--- config.mk ---
export PLATFORM = sky130hd
export DESIGN_NAME = queue_with_move_to_front
export DESIGN_NICKNAME = d
export VERILOG_FILES = /design/src/qmtf_pkg.sv /design/src/qmtf_ram.sv /design/src/queue_with_move_to_front.sv
export VERILOG_INCLUDE_DIRS = /design/src /design/src/src
export SDC_FILE = /design/constraint.sdc
export NUM_CORES = 1
export LEC_CHECK = 0
export ABC_AREA = 1
export BUFFER_PORTS_ARGS = -buffer_cell sky130_fd_sc_hd__buf_2
export CELL_PAD_IN_SITES_DETAIL_PLACEMENT = 1
export CELL_PAD_IN_SITES_GLOBAL_PLACEMENT = 1
export CORE_ASPECT_RATIO = 1.1
export CORE_UTILIZATION = 44
export DETAILED_ROUTE_END_ITERATION = 8
export GPL_TIMING_DRIVEN = 0
export PLACE_DENSITY = 0.73
export SYNTH_ARGS = -nofsm -noshare
export SYNTH_HDL_FRONTEND = slang
export SYNTH_HIERARCHICAL = 1
export SYNTH_SLANG_ARGS = --single-unit
export TNS_END_PERCENT = 20
--- constraint.sdc ---
create_clock -name clk -period 4.6 [get_ports clk]
set_input_delay 0.23 -clock clk [delete_from_list [all_inputs] [get_ports clk]]
set_output_delay 0.23 -clock clk [all_outputs]
set_load 0.02 [all_outputs]
--- src/queue_with_move_to_front_assert.svh ---
// Assertion macros shared by the queue RTL. The enclosing module must
// provide clk and rst_n.
`ifndef QUEUE_WITH_MOVE_TO_FRONT_ASSERT_SVH
`define QUEUE_WITH_MOVE_TO_FRONT_ASSERT_SVH

// Same-cycle implication, checked only out of reset.
`define QMTF_ASSERT_NOW(lbl, ante, cons, msg) \
  lbl: assert property (@(posedge clk) disable iff (!rst_n) (ante) |-> (cons)) \
    else $error(msg);

// Next-cycle implication, checked only out of reset.
`define QMTF_ASSERT_NEXT(lbl, ante, cons, msg) \
  lbl: assert property (@(posedge clk) disable iff (!rst_n) (ante) |=> (cons)) \
    else $error(msg);

`endif

--- src/qmtf_pkg.sv ---
package qmtf_pkg;

  localparam int DEPTH      = 16;
  localparam int DATA_WIDTH = 16;
  localparam int AW         = $clog2(DEPTH);
  localparam int CW         = $clog2(DEPTH + 1);

  // Fixed port widths.
  localparam int OP_W   = 3;
  localparam int VAL_W  = 16;
  localparam int POS_W  = 4;
  localparam int STAT_W = 3;
  localparam int CNT_W  = 5;

  typedef enum logic [OP_W-1:0] {
    OP_ENQUEUE = 3'd0,
    OP_DEQUEUE = 3'd1,
    OP_MOVE    = 3'd2,
    OP_REMOVE  = 3'd3,
    OP_READ    = 3'd4
  } op_t;

  typedef enum logic [STAT_W-1:0] {
    STAT_OK    = 3'd0,
    STAT_EMPTY = 3'd1,
    STAT_NOKEY = 3'd2,
    STAT_POS   = 3'd3,
    STAT_FULL  = 3'd4
  } status_t;

  typedef enum logic [2:0] {
    S_IDLE,
    S_SEARCH,
    S_SHIFT,
    S_RDCAP,
    S_FRONT,
    S_DONE
  } state_t;

endpackage

--- src/qmtf_ram.sv ---
// Simple dual-port RAM: one write port, one read port, registered read data.
module qmtf_ram #(
  parameter int WIDTH = 16,
  parameter int DEPTH = 16
) (
  input  logic                     clk,
  input  logic                     we,
  input  logic [$clog2(DEPTH)-1:0] waddr,
  input  logic [WIDTH-1:0]         wdata,
  input  logic [$clog2(DEPTH)-1:0] raddr,
  output logic [WIDTH-1:0]         rdata
);

  logic [WIDTH-1:0] mem [DEPTH];

  always_ff @(posedge clk) begin
    if (we) begin
      mem[waddr] <= wdata;
    end
    rdata <= mem[raddr];
  end

endmodule

--- src/queue_with_move_to_front.sv ---
// Bounded ordered queue of up to DEPTH values with move-to-front. Each input
// transaction carries one operation (enqueue, dequeue, move key to front,
// remove key, read position) and produces exactly one result transaction with
// status, read value, front entry, empty flag and entry count, all taken after
// the operation. Entries live in a single-port-write, registered-read RAM in
// queue order with the front at address zero, and a small sequencer walks
// that RAM one address per cycle, with one shared key comparator. The block
// takes one transaction at a time: in_ready is high only while no operation
// is in progress, so the next transaction can be taken in the same cycle
// that a result appears.
module queue_with_move_to_front (
  input  logic                         clk,
  input  logic                         rst_n,
  input  logic                         in_valid,
  output logic                         in_ready,
  input  logic [qmtf_pkg::OP_W-1:0]    in_op,
  input  logic [qmtf_pkg::VAL_W-1:0]   in_value,
  input  logic [qmtf_pkg::POS_W-1:0]   in_position,
  output logic                         out_valid,
  input  logic                         out_ready,
  output logic [qmtf_pkg::STAT_W-1:0]  out_status,
  output logic [qmtf_pkg::VAL_W-1:0]   out_read_value,
  output logic [qmtf_pkg::VAL_W-1:0]   out_front_value,
  output logic                         out_is_empty,
  output logic [qmtf_pkg::CNT_W-1:0]   out_entry_count
);

  import qmtf_pkg::*;

  `include "queue_with_move_to_front_assert.svh"

  // Sequencer state and per-transaction context.
  state_t                state_r, state_nxt;
  op_t                   op_r, op_nxt;
  logic [DATA_WIDTH-1:0] key_r, key_nxt;
  status_t               status_r, status_nxt;
  logic [DATA_WIDTH-1:0] rd_r, rd_nxt;

  // Queue occupancy.
  logic [CW-1:0]         cnt_r, cnt_nxt;

  // Walk pointers: src is the next read address, dst the next write address,
  // left counts the reads still to issue during a shift.
  logic [CW-1:0]         src_r, src_nxt;
  logic [CW-1:0]         dst_r, dst_nxt;
  logic [CW-1:0]         left_r, left_nxt;
  logic                  launched_r, launched_nxt;

  // Result register.
  logic                  out_valid_r, out_valid_nxt;
  status_t               out_status_r, out_status_nxt;
  logic [VAL_W-1:0]      out_rd_r, out_rd_nxt;
  logic [VAL_W-1:0]      out_front_r, out_front_nxt;
  logic                  out_empty_r, out_empty_nxt;
  logic [CW-1:0]         out_cnt_r, out_cnt_nxt;

  // RAM port signals.
  logic                  ram_we;
  logic [AW-1:0]         ram_waddr;
  logic [DATA_WIDTH-1:0] ram_wdata;
  logic [AW-1:0]         ram_raddr;
  logic [DATA_WIDTH-1:0] ram_rdata;

  logic                  in_fire;
  logic                  key_hit;
  logic [CW-1:0]         hit_idx;
  logic                  shift_up;
  logic                  pos_beyond;

  qmtf_ram #(
    .WIDTH (DATA_WIDTH),
    .DEPTH (DEPTH)
  ) u_ram (
    .clk   (clk),
    .we    (ram_we),
    .waddr (ram_waddr),
    .wdata (ram_wdata),
    .raddr (ram_raddr),
    .rdata (ram_rdata)
  );

  assign in_ready = (state_r == S_IDLE);
  assign in_fire  = in_valid && in_ready;

  // The one shared comparator: RAM read data against the search key.
  assign key_hit  = (ram_rdata == key_r);
  // Read data in the search always belongs to the address issued last cycle.
  assign hit_idx  = src_r - CW'(1);
  // Dequeue and remove close a gap moving toward the front; move-to-front
  // opens a slot at the front by moving entries toward the back.
  assign shift_up = (op_r != OP_MOVE);

  assign pos_beyond = ({{CW{1'b0}}, in_position} >= {{POS_W{1'b0}}, cnt_r});

  always_ff @(posedge clk) begin
    if (!rst_n) begin
      state_r     <= S_IDLE;
      cnt_r       <= '0;
      launched_r  <= 1'b0;
      out_valid_r <= 1'b0;
    end else begin
      state_r     <= state_nxt;
      cnt_r       <= cnt_nxt;
      launched_r  <= launched_nxt;
      out_valid_r <= out_valid_nxt;
    end
  end

  // Payload and pointer registers need no reset.
  always_ff @(posedge clk) begin
    op_r         <= op_nxt;
    key_r        <= key_nxt;
    status_r     <= status_nxt;
    rd_r         <= rd_nxt;
    src_r        <= src_nxt;
    dst_r        <= dst_nxt;
    left_r       <= left_nxt;
    out_status_r <= out_status_nxt;
    out_rd_r     <= out_rd_nxt;
    out_front_r  <= out_front_nxt;
    out_empty_r  <= out_empty_nxt;
    out_cnt_r    <= out_cnt_nxt;
  end

  always_comb begin
    state_nxt      = state_r;
    op_nxt         = op_r;
    key_nxt        = key_r;
    status_nxt     = status_r;
    rd_nxt         = rd_r;
    cnt_nxt        = cnt_r;
    src_nxt        = src_r;
    dst_nxt        = dst_r;
    left_nxt       = left_r;
    launched_nxt   = launched_r;
    out_valid_nxt  = out_valid_r;
    out_status_nxt = out_status_r;
    out_rd_nxt     = out_rd_r;
    out_front_nxt  = out_front_r;
    out_empty_nxt  = out_empty_r;
    out_cnt_nxt    = out_cnt_r;
    ram_we         = 1'b0;
    ram_waddr      = '0;
    ram_wdata      = key_r;
    // Address zero is read by default, so the front entry sits on the read
    // data while a finished result waits for the output register.
    ram_raddr      = '0;

    // A waiting result leaves as soon as the consumer takes it.
    if (out_valid_r && out_ready) begin
      out_valid_nxt = 1'b0;
    end

    case (state_r)
      S_IDLE: begin
        // Start the read for a position lookup right away; it is only used
        // when the position turns out to be inside the queue.
        ram_raddr = AW'(in_position);
        if (in_fire) begin
          op_nxt       = op_t'(in_op);
          key_nxt      = in_value[DATA_WIDTH-1:0];
          status_nxt   = STAT_OK;
          rd_nxt       = '0;
          src_nxt      = '0;
          launched_nxt = 1'b0;
          state_nxt    = S_FRONT;
          case (op_t'(in_op))
            OP_ENQUEUE: begin
              if (cnt_r == CW'(DEPTH)) begin
                status_nxt = STAT_FULL;
              end else begin
                ram_we    = 1'b1;
                ram_waddr = cnt_r[AW-1:0];
                ram_wdata = in_value[DATA_WIDTH-1:0];
                cnt_nxt   = cnt_r + CW'(1);
              end
            end
            OP_DEQUEUE: begin
              if (cnt_r == '0) begin
                status_nxt = STAT_EMPTY;
              end else begin
                // Close the gap at the front: entry i+1 moves to entry i.
                dst_nxt   = '0;
                src_nxt   = CW'(1);
                left_nxt  = cnt_r - CW'(1);
                state_nxt = S_SHIFT;
              end
            end
            OP_MOVE, OP_REMOVE: begin
              if (cnt_r == '0) begin
                status_nxt = STAT_EMPTY;
              end else begin
                state_nxt = S_SEARCH;
              end
            end
            OP_READ: begin
              if (cnt_r == '0) begin
                status_nxt = STAT_EMPTY;
              end else if (pos_beyond) begin
                status_nxt = STAT_POS;
              end else begin
                state_nxt = S_RDCAP;
              end
            end
            default: begin
              // Unused op codes leave the queue as it is and report OK.
            end
          endcase
        end
      end

      S_SEARCH: begin
        // One read issued per cycle, compared in the next cycle; the first
        // match, nearest the front, wins.
        if (launched_r && key_hit) begin
          launched_nxt = 1'b0;
          dst_nxt      = hit_idx;
          if (op_r == OP_MOVE) begin
            if (hit_idx == '0) begin
              // Key already at the front: nothing moves.
              state_nxt = S_FRONT;
            end else begin
              src_nxt   = hit_idx - CW'(1);
              left_nxt  = hit_idx;
              state_nxt = S_SHIFT;
            end
          end else begin
            src_nxt   = hit_idx + CW'(1);
            left_nxt  = cnt_r - CW'(1) - hit_idx;
            state_nxt = S_SHIFT;
          end
        end else if (src_r < cnt_r) begin
          ram_raddr    = src_r[AW-1:0];
          src_nxt      = src_r + CW'(1);
          launched_nxt = 1'b1;
        end else begin
          launched_nxt = 1'b0;
          if (!launched_r) begin
            status_nxt = STAT_NOKEY;
            state_nxt  = S_FRONT;
          end
        end
      end

      S_SHIFT: begin
        // Pipelined copy: the word read last cycle is written now while the
        // next read goes out. Writes trail reads, so no entry is overwritten
        // before it has been read.
        if (launched_r) begin
          ram_we    = 1'b1;
          ram_waddr = dst_r[AW-1:0];
          ram_wdata = ram_rdata;
          dst_nxt   = shift_up ? (dst_r + CW'(1)) : (dst_r - CW'(1));
        end
        if (left_r != '0) begin
          ram_raddr    = src_r[AW-1:0];
          src_nxt      = shift_up ? (src_r + CW'(1)) : (src_r - CW'(1));
          left_nxt     = left_r - CW'(1);
          launched_nxt = 1'b1;
        end else begin
          launched_nxt = 1'b0;
          if (!launched_r) begin
            if (shift_up) begin
              cnt_nxt = cnt_r - CW'(1);
            end else begin
              // The moved entry equals the key, so the key is written to the
              // front slot that the shift opened.
              ram_we    = 1'b1;
              ram_waddr = '0;
              ram_wdata = key_r;
            end
            state_nxt = S_FRONT;
          end
        end
      end

      S_RDCAP: begin
        rd_nxt    = ram_rdata;
        state_nxt = S_FRONT;
      end

      S_FRONT: begin
        // All writes are done; address zero is read this cycle.
        state_nxt = S_DONE;
      end

      S_DONE: begin
        if (!out_valid_r || out_ready) begin
          out_valid_nxt  = 1'b1;
          out_status_nxt = status_r;
          out_rd_nxt     = VAL_W'(rd_r);
          out_front_nxt  = (cnt_r == '0) ? '0 : VAL_W'(ram_rdata);
          out_empty_nxt  = (cnt_r == '0);
          out_cnt_nxt    = cnt_r;
          state_nxt      = S_IDLE;
        end
      end

      default: begin
        state_nxt = S_IDLE;
      end
    endcase
  end

  assign out_valid       = out_valid_r;
  assign out_status      = out_status_r;
  assign out_read_value  = out_rd_r;
  assign out_front_value = out_front_r;
  assign out_is_empty    = out_empty_r;
  assign out_entry_count = CNT_W'(out_cnt_r);

  // The count never passes the capacity.
  `QMTF_ASSERT_NOW(a_cnt_bound, 1'b1, cnt_r <= CW'(DEPTH), "entry count above capacity")

  // Every RAM write lands inside the queue or on the slot just past its back.
  `QMTF_ASSERT_NOW(a_wr_in_range, ram_we, CW'(ram_waddr) <= cnt_r, "RAM write beyond back")

  // One transaction changes the count by at most one entry.
  `QMTF_ASSERT_NEXT(a_cnt_step, 1'b1, (cnt_r - $past(cnt_r) + CW'(1)) <= CW'(2), "count jumped")

  // An empty-queue status is only reported for a queue that is still empty.
  `QMTF_ASSERT_NOW(a_empty_status, out_valid_r && (out_status_r == STAT_EMPTY), out_empty_r && (out_front_r == '0), "empty status on a non-empty queue")

endmodule

==> impl_metrics.json <==
{
  "powerDensity_nw_per_um2": 637,
  "place_inst": 2309,
  "vdd.ir_drop.worst_v": 0.000391,
  "hold_slack_ps": 91.4,
  "syn_area_sq_um": 17100,
  "syn_nets": 1767,
  "grt_pass1_wl_microns": 79900,
  "cp_max_fo": 21,
  "finalNonFillerCells": 2401,
  "finalPower_mw": 12.8,
  "final_common_cell": "nand2_1",
  "fin_nets": 1924,
  "rsz0062_at_grt": "false",
  "dp_hpwl_microns": 38100,
  "synth_top_area_cell": "edfxtp_1",
  "worstSetupEndpointType": "flip-flop",
  "critical-path-top-delay-family": "simple AND/OR/NAND/NOR gates",
  "clk_pin_slew_ps": 60,
  "final.period_utilization_pct": 92.6,
  "ys_warn_count": 6,
  "p_leak_nw": 8.70,
  "clock_skew_ps": 26.8,
  "row_count": 75,
  "worst-endpoint-arrival_ps": 4410,
  "synth-edff-count": 349,
  "place_ws_ps": 284,
  "drive_above_1_share_pct": 13.2,
  "place_area_sq_um": 18600,
  "cts_tree": "done",
  "async_reset_ff_share_pct": 0,
  "hp-start": "out_ready",
  "track_usage_pct": 27.2,
  "crit_chain": "nor2_4 -> inv_2 -> nor2_8 -> inv_2 -> nor2_4 -> inv_2 -> nor3_4 -> inv_1 -> o22ai_1 -> nand2_1 -> nor2_2",
  "timing.rr.start": "state_r[0]",
  "die_area_sq_um": 39700,
  "start_util_pct": 44.8,
  "grt_pass1_vias": 13400,
  "antenna_found_initial": 0,
  "crit_type": "reg2reg",
  "synth-main-ff-cell": "edfxtp_1",
  "cts_buffers": 40,
  "fmax_mhz": 235,
  "dieHeight_microns": 209,
  "via_per_inst": 5.32,
  "hold_viol_final": 0,
  "clkSinkCount": 375,
  "ys_ff_latch": 375,
  "r2r_slack_ps": 340,
  "io_pins": 70,
  "vias": 12800,
  "start_kind": "flip-flop",
  "tightest_slew_ps": 1170,
  "place.port_buffers": 69,
  "n_antenna_cell": 0,
  "design_area_sq_um": 20200,
  "cts_root_buf": "clkbuf_16",
  "syn_to_final_growth_pct": 17.6,
  "ant_nets": 0,
  "setup_ws_ps": 341,
  "slowest_delay_ps": 860,
  "synth_cell_type_count": 40,
  "slew_viol_final": 0,
  "dr.pass1.iters": 7,
  "cts.path.max_buffers": 3,
  "setup_viol": 0,
  "hold_depth": 4,
  "final_cell_mix": "nand2_1, edfxtp_1, inv_1",
  "critPathSlowestCell": "nor2_2",
  "status": "completed",
  "synth_cells": 1714,
  "grt_max_degree": 22,
  "synthTopCellsByArea": "edfxtp_1, nand2_1, inv_1",
  "syn_avg_cell_area_sq_um": 10.0,
  "relSlewSlack_pct": 22.3,
  "core-area_sq_um": 38300,
  "clock_latency_ps": 550,
  "routedWlPerCell_microns": 22.1,
  "path_common_cell": "inv_2",
  "cp.required_ps": 4750,
  "die-width_microns": 190,
  "drc": 0,
  "overflow": 0,
  "synth_top_cell_area_share_pct": 61.1,
  "r2r-end": "u_ram/mem[3][12]",
  "drtIter0Drc": 1087,
  "h-tree-depth": 2,
  "reg2reg_depth": 11,
  "fin_crit_ps": 4260,
  "hold_class": "in2reg",
  "holdPathEnd": "state_r[2]",
  "place_congestion": 0.897,
  "seq_area_frac_synth_pct": 64.2,
  "timing.critical_path.buf_inv": 4,
  "routed_wl_microns": 53200,
  "maxCapViolations": 0
}
sequential cells by signal, indices dropped and copies added, names as in the netlist:
name / cells
state_r: 3
out_entry_count: 5
launched_r: 1
rd_r: 16
out_front_value: 16
src_r: 5
cnt_r: 5
left_r: 5
out_status: 3
op_r: 3
out_read_value: 16
key_r: 16
u_ram/mem: 256
status_r: 3
out_is_empty: 1
out_valid: 1
u_ram/rdata: 16
dst_r: 4
repair_timing:
action / 4_1_cts / 5_1_grt
resized for setup: 0 / 0
endpoints found under the setup margin: 0 / 0
setup buffers: 0 / 0
endpoints found under the hold margin: 23 / 0
hold buffers: 20 / 0
worst max path at each step:
stage | to | depth (start not counted) | slack, ps | from
floorplan | out_entry_count[0] | 2 | 1270 | state_r[0]
global placement | u_ram/mem[5][10] | 11 | -220 | state_r[0]
detailed placement | u_ram/mem[3][12] | 11 | 280 | state_r[0]
CTS | u_ram/mem[3][7] | 11 | 290 | state_r[0]
global route | u_ram/mem[3][7] | 11 | 80 | state_r[0]
finish | u_ram/mem[3][12] | 11 | 340 | state_r[0]
per-layer routing:
metal	vias up	track usage (%)	wire (microns)
met3	90	3.24	2370
met4	0	11.0	2120
met2	373	47.2	26600
li1	5914	-	-
met1	6403	34.4	22100
met5	-	0	0
through the flow:
step / setup TNS (ps) / util [%]
global placement: -24870 / 47.3
floorplan: 0 / -
finish: 0 / 52.6
CTS: 0 / 52.6
global route: 0 / 52.6
detailed placement: 0 / 48.7
logic make-up after synthesis:
logic type	count (synthesis)	share of synthesized area (%)
AO/OA/AOI/OAI	87	3.37
XOR/XNOR	18	0.920
adder cells (fa/ha/maj)	26	1.99
buffers and inverters	380	9.10
flip-flops	375	64.2
AND/OR/NAND/NOR	828	20.4
worst min-delay path: stages:
cell     delay (ps)
buf_2            90
nor2_1           90
nand2_1         110
a21oi_1          60
cell type report:
| cell class | count | area, sq um |
|---|---|---|
| Multi-Input combinational cell | 959 | 4730 |
| Buffer | 67 | 384 |
| Inverter | 313 | 1170 |
| Clock buffer | 51 | 1150 |
| Timing Repair Buffer | 115 | 930 |
| Clock inverter | 21 | 159 |
| Sequential cell | 375 | 11000 |
| Fill cell | 4251 | 18100 |
| Tap cell | 500 | 626 |
cell usage after synthesis (all sizes together), types with 4 or more instances:
cell type	n
xnor2	5
nand4	9
dfxtp	26
o22ai	7
nor2	84
inv	311
o211ai	7
nand3	219
o221ai	23
a21oi	20
o21ai	23
edfxtp	349
nand2	496
buf	50
xor2	13
ha	24
nor3	10
clkbuf	17
nand3b	4
where the power goes:
part	switching (mW)	internal [mW]
clock	1.33	1.87
sequential	0.216	4.45
combinational	3.56	1.40
No activity file was read; power rests on OpenSTA's default activity.
